`src/hw/rtl/ivm_pkg.sv`:
```
// ----------------------------------------------------------------------------
// ivm_pkg
// Shared types and codes for the interval value map: controller states,
// result status codes and the command and status bundles between the
// controller and the datapath.
// ----------------------------------------------------------------------------
`default_nettype none

package ivm_pkg;

  localparam int COUNT_BITS  = 5;
  localparam int STATUS_BITS = 2;

  typedef enum logic [STATUS_BITS-1:0] {
    ST_DONE  = 2'd0,
    ST_EMPTY = 2'd1,
    ST_FULL  = 2'd2
  } status_t;

  typedef enum logic [3:0] {
    S_IDLE,
    S_CHK,
    S_LK_RD,
    S_LK_EV,
    S_CP_RD,
    S_CP_EV,
    S_INS_B,
    S_INS_E,
    S_FIN,
    S_OUT
  } state_t;

  // Controller to datapath
  typedef struct packed {
    logic    load;      // capture the input word
    logic    lk_start;  // start a value scan from the default
    logic    lk_take;   // take the entry just read, advance
    logic    cp_start;  // start the rebuild pass
    logic    cp_copy;   // copy the entry just read into the new bank
    logic    cp_skip;   // drop the entry just read
    logic    emit_b;    // write the range start breakpoint
    logic    emit_e;    // write the range end breakpoint
    logic    set_ins;   // range breakpoints are in place
    logic    commit;    // swap banks and take the new count
    logic    code_we;   // hold a status code for the result
    status_t code;
    logic    out_load;  // load the result word
  } cmd_t;

  // Datapath to controller
  typedef struct packed {
    logic func;
    logic empty;      // reversed or empty range
    logic idx_end;    // scan index has reached the entry count
    logic rk_gt_tgt;  // entry key above the scan target
    logic rk_lt_kb;   // entry key below the range start
    logic rk_gt_ke;   // entry key above the range end
    logic v_ne_prev;  // new value differs from the value before the range
    logic end_ne_v;   // value at range end differs from the new value
    logic ins;
    logic full;       // rebuilt table overflows
    logic out_busy;   // result word still waiting
  } stat_t;

endpackage

`default_nettype wire

```
`src/hw/rtl/ivm_ram.sv`:
```
// ----------------------------------------------------------------------------
// ivm_ram
// Generic single write port, single read port RAM with registered read.
// ----------------------------------------------------------------------------
`default_nettype none

module ivm_ram #(
  parameter int WIDTH = 16,
  parameter int DEPTH = 32
) (
  input  wire logic                     clk,
  input  wire logic                     we,
  input  wire logic [$clog2(DEPTH)-1:0] waddr,
  input  wire logic [WIDTH-1:0]         wdata,
  input  wire logic [$clog2(DEPTH)-1:0] raddr,
  output logic      [WIDTH-1:0]         rdata
);

  logic [WIDTH-1:0] mem [DEPTH];

  // Write, then register the read word
  always_ff @(posedge clk) begin
    if (we) begin
      mem[waddr] <= wdata;
    end
    rdata <= mem[raddr];
  end

endmodule

`default_nettype wire

```
`src/hw/rtl/ivm_datapath.sv`:
```
// ----------------------------------------------------------------------------
// ivm_datapath
// Item registers, two-bank breakpoint table, scan and rebuild counters and
// the result word. The old bank is read while the new bank is written.
// ----------------------------------------------------------------------------
`default_nettype none

module ivm_datapath #(
  parameter int TABLE_DEPTH = 16,
  parameter int KEY_BITS    = 32,
  parameter int VALUE_BITS  = 16
) (
  input  wire logic                      clk,
  input  wire logic                      rst,
  input  wire ivm_pkg::cmd_t             cmd,
  output ivm_pkg::stat_t                 stat,
  input  wire logic                      cfg_valid,
  input  wire logic [VALUE_BITS-1:0]     cfg_data,
  input  wire logic                      func,
  input  wire logic [KEY_BITS-1:0]       key_begin,
  input  wire logic [KEY_BITS-1:0]       key_end,
  input  wire logic [VALUE_BITS-1:0]     value,
  input  wire logic                      out_ready,
  output logic                           out_valid,
  output logic [VALUE_BITS-1:0]          read_value,
  output logic [ivm_pkg::STATUS_BITS-1:0] status,
  output logic [ivm_pkg::COUNT_BITS-1:0]  entry_count
);

  import ivm_pkg::*;

  localparam int AW = (TABLE_DEPTH > 1) ? $clog2(TABLE_DEPTH) : 1;
  localparam int IW = $clog2(TABLE_DEPTH + 1);
  localparam int NW = $clog2(TABLE_DEPTH + 3);
  localparam int RD = 2 * (2 ** AW);

  logic                  func_r;
  logic [KEY_BITS-1:0]   kb;
  logic [KEY_BITS-1:0]   ke;
  logic [VALUE_BITS-1:0] val_r;
  logic [VALUE_BITS-1:0] dflt;
  logic [IW-1:0]         used;
  logic                  bank;
  logic [IW-1:0]         idx;
  logic [NW-1:0]         n;
  logic [VALUE_BITS-1:0] acc;
  logic [VALUE_BITS-1:0] prev;
  logic                  ins;
  status_t               code_r;

  logic [KEY_BITS-1:0]   rk;
  logic [VALUE_BITS-1:0] rv;
  logic [KEY_BITS-1:0]   target;
  logic                  emit;
  logic                  we;
  logic [KEY_BITS-1:0]   wkey;
  logic [VALUE_BITS-1:0] wval;
  logic [AW:0]           raddr;
  logic [AW:0]           waddr;

  // Default value register
  always_ff @(posedge clk) begin
    if (rst) begin
      dflt <= '0;
    end else if (cfg_valid) begin
      dflt <= cfg_data;
    end
  end

  // Capture the input word
  always_ff @(posedge clk) begin
    if (cmd.load) begin
      func_r <= func;
      kb     <= key_begin;
      ke     <= key_end;
      val_r  <= value;
    end
  end

  // Scan and rebuild registers
  always_ff @(posedge clk) begin
    if (rst) begin
      used <= '0;
      bank <= 1'b0;
    end else if (cmd.commit) begin
      used <= IW'(n);
      bank <= ~bank;
    end
    if (cmd.lk_start || cmd.cp_start) begin
      idx <= '0;
    end else if (cmd.lk_take || cmd.cp_copy || cmd.cp_skip) begin
      idx <= IW'(idx + 1'b1);
    end
    if (cmd.lk_start) begin
      acc <= dflt;
    end else if (cmd.lk_take) begin
      acc <= rv;
    end
    if (cmd.cp_start) begin
      prev <= dflt;
    end else if (cmd.cp_copy) begin
      prev <= rv;
    end
    if (cmd.cp_start) begin
      n <= '0;
    end else if (emit) begin
      n <= NW'(n + 1'b1);
    end
    if (cmd.cp_start) begin
      ins <= 1'b0;
    end else if (cmd.set_ins) begin
      ins <= 1'b1;
    end
    if (cmd.code_we) begin
      code_r <= cmd.code;
    end
  end

  // Select the breakpoint to write into the new bank
  always_comb begin
    emit = cmd.cp_copy || cmd.emit_b || cmd.emit_e;
    wkey = rk;
    wval = rv;
    if (cmd.emit_b) begin
      wkey = kb;
      wval = val_r;
    end else if (cmd.emit_e) begin
      wkey = ke;
      wval = acc;
    end
  end

  assign we     = emit && (n < NW'(TABLE_DEPTH));
  assign waddr  = {~bank, n[AW-1:0]};
  assign raddr  = {bank, idx[AW-1:0]};
  assign target = func_r ? kb : ke;

  ivm_ram #(.WIDTH(KEY_BITS), .DEPTH(RD)) u_keys (
    .clk   (clk),
    .we    (we),
    .waddr (waddr),
    .wdata (wkey),
    .raddr (raddr),
    .rdata (rk)
  );

  ivm_ram #(.WIDTH(VALUE_BITS), .DEPTH(RD)) u_vals (
    .clk   (clk),
    .we    (we),
    .waddr (waddr),
    .wdata (wval),
    .raddr (raddr),
    .rdata (rv)
  );

  // Result word
  always_ff @(posedge clk) begin
    if (rst) begin
      out_valid <= 1'b0;
    end else if (cmd.out_load) begin
      out_valid <= 1'b1;
    end else if (out_ready) begin
      out_valid <= 1'b0;
    end
    if (cmd.out_load) begin
      read_value  <= func_r ? acc : '0;
      status      <= code_r;
      entry_count <= COUNT_BITS'(used);
    end
  end

  // Status back to the controller
  always_comb begin
    stat.func      = func_r;
    stat.empty     = kb >= ke;
    stat.idx_end   = idx == used;
    stat.rk_gt_tgt = rk > target;
    stat.rk_lt_kb  = rk < kb;
    stat.rk_gt_ke  = rk > ke;
    stat.v_ne_prev = val_r != prev;
    stat.end_ne_v  = acc != val_r;
    stat.ins       = ins;
    stat.full      = n > NW'(TABLE_DEPTH);
    stat.out_busy  = out_valid && !out_ready;
  end

  a_used_bound: assert property (@(posedge clk) disable iff (rst)
    used <= IW'(TABLE_DEPTH))
    else $error("entry count beyond table depth");

  a_no_overwrite: assert property (@(posedge clk) disable iff (rst)
    cmd.out_load |-> !(out_valid && !out_ready))
    else $error("result word overwritten while waiting");

  a_commit_fits: assert property (@(posedge clk) disable iff (rst)
    cmd.commit |-> n <= NW'(TABLE_DEPTH))
    else $error("commit of an overflowing table");

endmodule

`default_nettype wire

```
`src/hw/rtl/ivm_ctrl.sv`:
```
// ----------------------------------------------------------------------------
// ivm_ctrl
// Sequencer for lookups and range assigns: value scan over the old bank,
// then, for an assign, a rebuild pass that streams entries into the new
// bank with the range breakpoints spliced in.
// ----------------------------------------------------------------------------
`default_nettype none

module ivm_ctrl (
  input  wire logic           clk,
  input  wire logic           rst,
  input  wire logic           in_valid,
  output logic                in_ready,
  input  wire ivm_pkg::stat_t stat,
  output ivm_pkg::cmd_t       cmd
);

  import ivm_pkg::*;

  state_t state;
  state_t state_next;

  // State register
  always_ff @(posedge clk) begin
    if (rst) begin
      state <= S_IDLE;
    end else begin
      state <= state_next;
    end
  end

  // Next state and commands
  always_comb begin
    state_next = state;
    cmd        = '0;
    cmd.code   = ST_DONE;
    in_ready   = 1'b0;
    unique case (state)
      S_IDLE: begin
        in_ready = 1'b1;
        if (in_valid) begin
          cmd.load   = 1'b1;
          state_next = S_CHK;
        end
      end
      S_CHK: begin
        cmd.code_we = 1'b1;
        if (!stat.func && stat.empty) begin
          cmd.code   = ST_EMPTY;
          state_next = S_OUT;
        end else begin
          cmd.lk_start = 1'b1;
          state_next   = S_LK_RD;
        end
      end
      S_LK_RD: begin
        if (stat.idx_end) begin
          if (stat.func) begin
            state_next = S_OUT;
          end else begin
            cmd.cp_start = 1'b1;
            state_next   = S_CP_RD;
          end
        end else begin
          state_next = S_LK_EV;
        end
      end
      S_LK_EV: begin
        if (stat.rk_gt_tgt) begin
          if (stat.func) begin
            state_next = S_OUT;
          end else begin
            cmd.cp_start = 1'b1;
            state_next   = S_CP_RD;
          end
        end else begin
          cmd.lk_take = 1'b1;
          state_next  = S_LK_RD;
        end
      end
      S_CP_RD: begin
        if (stat.idx_end) begin
          state_next = stat.ins ? S_FIN : S_INS_B;
        end else begin
          state_next = S_CP_EV;
        end
      end
      S_CP_EV: begin
        if (!stat.ins) begin
          if (stat.rk_lt_kb) begin
            cmd.cp_copy = 1'b1;
            state_next  = S_CP_RD;
          end else begin
            state_next = S_INS_B;
          end
        end else begin
          cmd.cp_copy = stat.rk_gt_ke;
          cmd.cp_skip = !stat.rk_gt_ke;
          state_next  = S_CP_RD;
        end
      end
      S_INS_B: begin
        cmd.emit_b = stat.v_ne_prev;
        state_next = S_INS_E;
      end
      S_INS_E: begin
        cmd.emit_e  = stat.end_ne_v;
        cmd.set_ins = 1'b1;
        state_next  = S_CP_RD;
      end
      S_FIN: begin
        cmd.code_we = 1'b1;
        cmd.code    = stat.full ? ST_FULL : ST_DONE;
        cmd.commit  = !stat.full;
        state_next  = S_OUT;
      end
      S_OUT: begin
        if (!stat.out_busy) begin
          cmd.out_load = 1'b1;
          state_next   = S_IDLE;
        end
      end
      default: begin
        state_next = S_IDLE;
      end
    endcase
  end

  a_accept_idle: assert property (@(posedge clk) disable iff (rst)
    cmd.load |=> state == S_CHK)
    else $error("item taken outside idle");

  a_single_emit: assert property (@(posedge clk) disable iff (rst)
    $countones({cmd.cp_copy, cmd.emit_b, cmd.emit_e}) <= 1)
    else $error("two table writes in one cycle");

  a_out_to_idle: assert property (@(posedge clk) disable iff (rst)
    cmd.out_load |=> state == S_IDLE)
    else $error("result load without return to idle");

endmodule

`default_nettype wire

```
`src/hw/rtl/interval_value_map_core.sv`:
```
// ----------------------------------------------------------------------------
// interval_value_map_core
// Sorted breakpoint table mapping key ranges to values, with range assign
// and key lookup, one result word per input word.
// ----------------------------------------------------------------------------
// One word at a time. A lookup scans the entries at or below the key; a
// non-empty assign scans the entries at or below the range end, then
// rebuilds the whole table, reading each entry from the table RAM, which
// has a registered read, once in the end-value scan and once in the
// rebuild pass. The next word is taken as soon as the result word is
// loaded, while that result still waits for its consumer. No clearing pass after reset.
`default_nettype none

module interval_value_map_core #(
  parameter int TABLE_DEPTH = 16,
  parameter int KEY_BITS    = 32,
  parameter int VALUE_BITS  = 16
) (
  input  wire logic                       clk,
  input  wire logic                       rst,
  input  wire logic                       cfg_valid,
  output logic                            cfg_ready,
  input  wire logic [VALUE_BITS-1:0]      cfg_data,
  input  wire logic                       in_valid,
  output logic                            in_ready,
  input  wire logic                       func,
  input  wire logic [KEY_BITS-1:0]        key_begin,
  input  wire logic [KEY_BITS-1:0]        key_end,
  input  wire logic [VALUE_BITS-1:0]      value,
  output logic                            out_valid,
  input  wire logic                       out_ready,
  output logic [VALUE_BITS-1:0]           read_value,
  output logic [ivm_pkg::STATUS_BITS-1:0] status,
  output logic [ivm_pkg::COUNT_BITS-1:0]  entry_count
);

  import ivm_pkg::*;

  cmd_t  cmd;
  stat_t stat;

  assign cfg_ready = 1'b1;

  ivm_ctrl u_ctrl (
    .clk      (clk),
    .rst      (rst),
    .in_valid (in_valid),
    .in_ready (in_ready),
    .stat     (stat),
    .cmd      (cmd)
  );

  ivm_datapath #(
    .TABLE_DEPTH (TABLE_DEPTH),
    .KEY_BITS    (KEY_BITS),
    .VALUE_BITS  (VALUE_BITS)
  ) u_dp (
    .clk         (clk),
    .rst         (rst),
    .cmd         (cmd),
    .stat        (stat),
    .cfg_valid   (cfg_valid),
    .cfg_data    (cfg_data),
    .func        (func),
    .key_begin   (key_begin),
    .key_end     (key_end),
    .value       (value),
    .out_ready   (out_ready),
    .out_valid   (out_valid),
    .read_value  (read_value),
    .status      (status),
    .entry_count (entry_count)
  );

endmodule

`default_nettype wire
```
`config.mk`:
```
export PLATFORM = sky130hd
export DESIGN_NAME = interval_value_map_core
export DESIGN_NICKNAME = d
export VERILOG_FILES = /design/src/hw/rtl/ivm_pkg.sv /design/src/hw/rtl/ivm_ram.sv /design/src/hw/rtl/ivm_datapath.sv /design/src/hw/rtl/ivm_ctrl.sv /design/src/hw/rtl/interval_value_map_core.sv
export SDC_FILE = /design/constraint.sdc
export NUM_CORES = 2
export LEC_CHECK = 0
export BUFFER_PORTS_ARGS = -buffer_cell sky130_fd_sc_hd__buf_2
export CORE_MARGIN = 1
export CORE_UTILIZATION = 40
export DETAILED_ROUTE_END_ITERATION = 8
export PLACE_DENSITY = 0.68
export SLEW_MARGIN = 30
export SYNTH_ARGS = -nofsm -noshare
export SYNTH_HDL_FRONTEND = slang
export SYNTH_HIERARCHICAL = 1
export SYNTH_SLANG_ARGS = --single-unit
export TNS_END_PERCENT = 20
```
`constraint.sdc`:
```
create_clock -name clk -period 4.5 [get_ports clk]
set_clock_uncertainty 0.15 [all_clocks]
set_input_delay 0.9 -clock clk [delete_from_list [all_inputs] [get_ports clk]]
set_output_delay 0.9 -clock clk [all_outputs]
set_load 0.01 [all_outputs]
```
## Word level (Yosys, flattened, before mapping)

Memory sizes are Yosys's and may differ from the RTL's. A register that Yosys moved wholly into a read port is not among the register bits.
Cells that the tools add are included.

| word-level totals | value |
|---|---|
| RAM bits | 1536 |
| output and inout port bits | 26 |
| logic and storage cells | 107 |
| input bits | 102 |
| register bits after elaboration | 176 |
| memories | 2 |

Memory list:

| name | depth | bits a word | rd ports | clocked after Yosys merged registers in | write ports | line | text |
|---|---|---|---|---|---|---|---|
| u_dp.u_keys.mem | 32 | 32 | 1 | 1 | 1 | ivm_ram.sv:19 | `logic [WIDTH-1:0] mem [DEPTH];` |
| u_dp.u_vals.mem | 32 | 16 | 1 | 1 | 1 | ivm_ram.sv:19 |  |

| cells by class | value |
|---|---|
| bitwise operators | 1 |
| add/sub/neg operators | 2 |
| eq/ne operators | 14 |
| reduce and logical (&&, ||, !) cells | 17 |
| order comparisons | 6 |
| mux-type cells | 47 |

Operator list:

| kind | number |
|---|---|
| 16-bit 2-to-1 mux | 6 |
| 32-bit 2-to-1 mux | 3 |
| 32-bit greater-than comparator | 2 |
| 4-bit case mux with 10 select lines | 1 |
| 4-bit 2-to-1 mux | 9 |
| 32-bit >= comparator | 1 |
| 32-bit less-than comparator | 1 |
| 16-bit != test | 2 |
| 1-bit 2-to-1 mux | 22 |
| 4-bit by 3-bit equality test with 1-bit output (second input constant) | 4 |
| 5-bit by 1-bit adder with 5-bit output (second input constant) | 2 |
| 4-bit by 2-bit equality test with 1-bit output (second input constant) | 2 |
| 4-bit equality test (second input constant) | 2 |
| 2-bit 2-to-1 mux | 4 |
| 3-bit case mux with 2 select lines | 1 |
| 2-bit nonzero test | 3 |
| 5-bit equality test | 1 |
| 5-bit greater-than comparator (second input constant) | 1 |
| 1-bit logical OR | 5 |
| 5-bit less-than comparator (second input constant) | 1 |
| 4-bit by 1-bit equality test with 1-bit output (second input constant) | 1 |
| 1-bit logical NOT | 4 |
| 4-bit logical NOT | 1 |
| 2-bit != test (second input constant) | 2 |
| 4 further kinds | 6 |

## Longest topological paths before layout

| logic depth | value |
|---|---|
| depth in word-level cells | 9 |
| gate-level depth with buffers | 15 |
| mapped depth without buffers | 13 |

## By module

The synthesis kept the hierarchy.

Modules (own cells, without submodules):

| module | times used | area an instance (µm²) | seq. area each (µm²) | cells each |
|---|---|---|---|---|
| ivm_ram at u_dp.u_keys | 1 | 40490.1 | 31390.1 | 2260 |
| ivm_ram at u_dp.u_vals | 1 | 20535.9 | 15695.1 | 1143 |
| ivm_datapath | 1 | 10580.1 | 4824.6 | 947 |
| ivm_ctrl | 1 | 489.2 | 80.1 | 65 |
| interval_value_map_core | 1 | 11.3 | 0.0 | 2 |

## Worst setup path after synthesis

Ideal clock, no wire load.

| timing | value |
|---|---|
| kind | flip-flop to flip-flop |
| start | register u_dp.kb[11] |
| end | memory u_dp/u_keys/mem[28][0] (netlist bit) (enable) |
| arrival | 4.383 ns |
| buffers on the path | 1 |
| setup time | 0.421 ns |
| setup slack | -0.454 ns |
| clock period less this slack | 4.954 ns |
| stages on the path, launching flop included | 15 |
| data required time | 3.929 ns |
| cells stage by stage | edfxtp_1 -> inv_1 -> ha_1 -> a41oi_1 -> o21ai_0 -> a221oi_1 -> a211oi_1 -> a211oi_1 -> mux2i_1 -> nor3_1 -> nor3_1 -> nor2_1 -> or3b_2 -> clkbuf_1 -> nor2_1 |

RTL lines:

| element | line | text |
|---|---|---|
| from (decl) | ivm_datapath.sv:38 | `logic [KEY_BITS-1:0] kb;` |
| from (signal assigned) | ivm_datapath.sv:74 | `kb <= key_begin;` |
| to (decl) | ivm_ram.sv:19 |  |

==> results.md <==
| Quantity | This run |
|:---|:---|
| Area post-placement | 77800 um2 |
| CTS H-tree lvls | 4 |
| Final cycle utilization of the critical path | 0.957 |
| Depth of the worst hold-timing path | 1 |
| Via count | 40500 |
| Die width | 427 um |
| Category of the worst setup path launch point | flop |
| Total die area | 182000 um2 |
| Post-synthesis cell type with the largest combined area | sky130_fd_sc_hd__edfxtp_1 |
| PnR worst setup slack | 192 ps |
| Slack of the worst reg-to-reg path | 190 ps |
| RD Place Congestion | 0.949 |
| Max transition margin | 0.375 |
| Hold Crit Class | input pin to flop |
| Max Clock Freq | 232 MHz |
| Number of antenna violations at the first check in global routing | 21 |
| TritonCTS clock tree | built |
| Drt total wl | 190 mm |
| Largest fanout of any net on the critical path | 10 |
| Transition time at the pin with the least slew margin | 938 ps |
| EDFF count, synth | 1674 |
| Number of standard cells after synthesis | 4417 |
| Placeable core region | 179000 um2 |
| Cell Area, Synth | 72100 um2 |
| Antenna Violating Nets Remaining | 0 |
| Final layout net count | 4956 |
| Clock sinks | 1760 |
| Register bit total from synthesis | 1760 |
| Largest cells by area after synthesis | sky130_fd_sc_hd__edfxtp_1 70%, sky130_fd_sc_hd__mux2i_1 12%, sky130_fd_sc_hd__dfxtp_1 2.4% |
| Data required time of the critical path | 4850 ps |
| Cells traversed along the worst timing path | inv_1, ha_4, a41oi_2, o21ai_2, a221oi_4, a211oi_2, a211oi_2, buf_4, mux2i_1, nor3_2, nor3_2, nor2_2, buf_4, or3b_2, buf_12, nor2_4, buf_12, buf_12 |
| Inserted Clock Buffers | 170 |
| Final hold violation count | 0 |
| Synth Flop Type | sky130_fd_sc_hd__edfxtp_1 |
| Share of synthesized area occupied by flip-flops and latches | 0.721 |
| Vertical extent of the die | 427 um |
| Largest stage delay on the critical path | 470 ps |
| Dpl cells | 6894 |
| Pleak | 26.7 nW |
| CP max stage cell | sky130_fd_sc_hd__a221oi_4 |
| Detailed-route vias per instance | 5.60 |
| Clk root buf | sky130_fd_sc_hd__clkbuf_16 |
| Worst Setup End Kind | flop |
| Wire length of the first global-routing pass | 272 mm |
| Run status | finished clean |
| Overall routing resource usage | 0.205 |
| Area growth from synthesis to layout | 16.3% |
| Number of port buffers | 126 |
| Critical path startpoint | u_dp/kb[11]$_DFFE_PP_ |
| Number of iterations in the first detailed-routing pass | 5 |
| Worst endpoint data arrival time | 4650 ps |
| Initial core utilization | 0.403 |
| Final setup violation count | 0 |
| Count of warnings emitted by yosys | 6 |
| Max-capacitance violation count | 0 |
| Area fraction of the dominant cell type after synthesis | 0.697 |
| Row count | 155 |
| Overall power | 0.0478 W |
| Largest net degree at the start of global routing | 108 |
| Post-Layout Cell Count | 7241 |
| Final Max Slew Viols | 0 |
| Post-layout instance area | 83900 um2 |
| Smallest hold slack | 114 ps |
| Category of the most critical setup path | flop to flop |
| Post-Synthesis Net Count | 4649 |
| Clock period minus final worst setup slack | 4310 ps |
| Fraction of layout instances using a drive strength above 1 | 0.159 |
| Origin of the critical flop-to-flop path | u_dp/kb[11]$_DFFE_PP_ |
| Post-detailed-route DRC marker count | 0 |
| Most frequent cells after synthesis | 1674 x sky130_fd_sc_hd__edfxtp_1, 871 x sky130_fd_sc_hd__mux2i_1, 211 x sky130_fd_sc_hd__nand2_1, 175 x sky130_fd_sc_hd__a21oi_1, 162 x sky130_fd_sc_hd__a22oi_1 |
| Library cell appearing most often on the critical path | sky130_fd_sc_hd__buf_12 |
| Worst-case clock buffer depth | 3 |
| Per-instance average area after synthesis | 16.3 um2 |
| Worst reg2reg path depth | 18 |
| FFs w/ async S/R, synth | 0 |
| IR drop worst, VDD | 0.365 mV |
| Total power density per cell area | 570 nW/um2 |
| Cell variety after synth | 63 |
| Worst min-delay path endpoint | u_dp/kb[20]$_DFFE_PP_ |
| Post-detail-place hpwl | 123 mm |
| I/O pin total | 128 |
| Clock latency on the worst-skew pair | 810 ps |
| Cell with the most instances after synthesis | sky130_fd_sc_hd__edfxtp_1 |
| Iter 0 DRT Violations | 4705 |
| Hold path startpoint | key_begin[20] |
| Clock-pin transition on the worst setup and hold timing paths | 60 ps |
| Setup repair after global routing missed its margin | false |
| Residual overflow from global routing | 0 |
| Via count of the first global-routing pass | 39400 |
| Worst flop-to-flop path endpoint | u_dp/u_keys/mem[24][15]$_DFFE_PP_ |
| Pre-CTS WS | -764 ps |
| DR WL/cell | 26.2 um |
## stage by stage
step           utilization  TNS, ps
2_1_floorplan            -  -194080
3_3_place_gp         0.435  -919590
3_5_place_dp         0.435  -993110
4_1_cts              0.467        0
5_1_grt              0.469        0
6_report             0.469        0
## cell usage in the layout, fill, tap and decap left out, drive strengths merged, types with 10 or more instances in the layout
| cell | n |
|---|---|
| and2 | 20 |
| a22o | 96 |
| nand2b | 12 |
| o21ai | 65 |
| xor2 | 40 |
| and4 | 10 |
| edfxtp | 1674 |
| inv | 75 |
| nor2b | 10 |
| a22oi | 162 |
| nor3 | 64 |
| clkbuf | 220 |
| nand4 | 41 |
| a31oi | 50 |
| nand3 | 150 |
| nor4 | 13 |
| a21oi | 175 |
| mux2 | 33 |
| diode | 16 |
| dfxtp | 86 |
| mux2i | 872 |
| nand2 | 211 |
| clkinv | 72 |
| a21o | 10 |
| bufinv | 17 |
| ha | 130 |
| nand3b | 10 |
| buf | 366 |
| nor2 | 111 |
## sequential cells by signal, indices dropped and copies added, names as in the netlist, 32 cells and up
name               cells
u_dp/u_keys/mem     1024
u_dp/u_vals/mem      512
u_dp/kb               32
u_dp/ke               32
u_dp/u_keys/rdata     32
## how the worst max path moves through the flow
stage	slack [ps]	cells after the start	to
finish	190	18	u_dp/u_keys/mem[24][15]$_DFFE_PP_
CTS	30	17	u_dp/u_vals/mem[0][13]$_DFFE_PP_
detailed placement	-760	16	u_dp/u_keys/mem[20][13]$_DFFE_PP_
global placement	-730	16	u_dp/u_keys/mem[20][9]$_DFFE_PP_
global route	2	18	u_dp/u_keys/mem[24][15]$_DFFE_PP_
floorplan	-450	14	u_dp/u_keys/mem[28][0]$_DFFE_PP_
## cell families after synthesis
| kind of cell | after synthesis | share of synthesized area |
|---|---|---|
| xor gates and xnor gates | 47 | 0.00571 |
| DFF | 1760 | 0.721 |
| buffers and inverters | 304 | 0.0245 |
| adders and majority gates | 130 | 0.0226 |
| other | 1 | 0.0000520 |
| and+or+nand+nor | 676 | 0.0449 |
| AOI/OAI and AO/OA | 594 | 0.0550 |
| muxes | 905 | 0.126 |
## metal layers
metal | vias to the layer above | GRT usage | wire length [um]
met4 | 0 | 0.0771 | 6330
met3 | 288 | 0.0337 | 13700
met5 | - | 0 | 0
met1 | 20600 | 0.281 | 79400
li1 | 18000 | - | -
met2 | 1736 | 0.328 | 90500
## critical path, delay by kind of cell, from the launching register on
kind	cells	cell delay [ps]
flip-flops	1	430
AO/OA/AOI/OAI	5	1070
buffers and inverters	6	930
multiplexers	1	80
adder cells (fa/ha/maj)	1	220
AND/OR/NAND/NOR	5	1080
## final cells by class
class | count | area (um2)
diodes | 16 | 40.0
well taps | 2355 | 2950
multi-input cells | 2353 | 19100
flip-flops and latches | 1760 | 52000
inverters | 69 | 259
clock inverters | 102 | 1060
repair buffers | 370 | 3880
fillers | 14900 | 94900
clock buffers | 216 | 4620
## what timing repair did
action                     in CTS  in global routing
gates resized for setup         5                 20
setup buffers                   1                  5
pin swaps                       3                  7
hold buffers                    0                  0
cloned                          0                  5
setup endpoints to repair    1536               1536
## where the power goes
| part | leakage, nW | internal, W | switching, W |
|---|---|---|---|
| Combinational | 8.13 | 0.00428 | 0.00795 |
| Sequential | 15.8 | 0.0204 | 0.000704 |
| Clock | 2.77 | 0.00829 | 0.00615 |
| Total | 26.7 | 0.0330 | 0.0148 |
No activity file was read; power rests on OpenSTA's default activity.
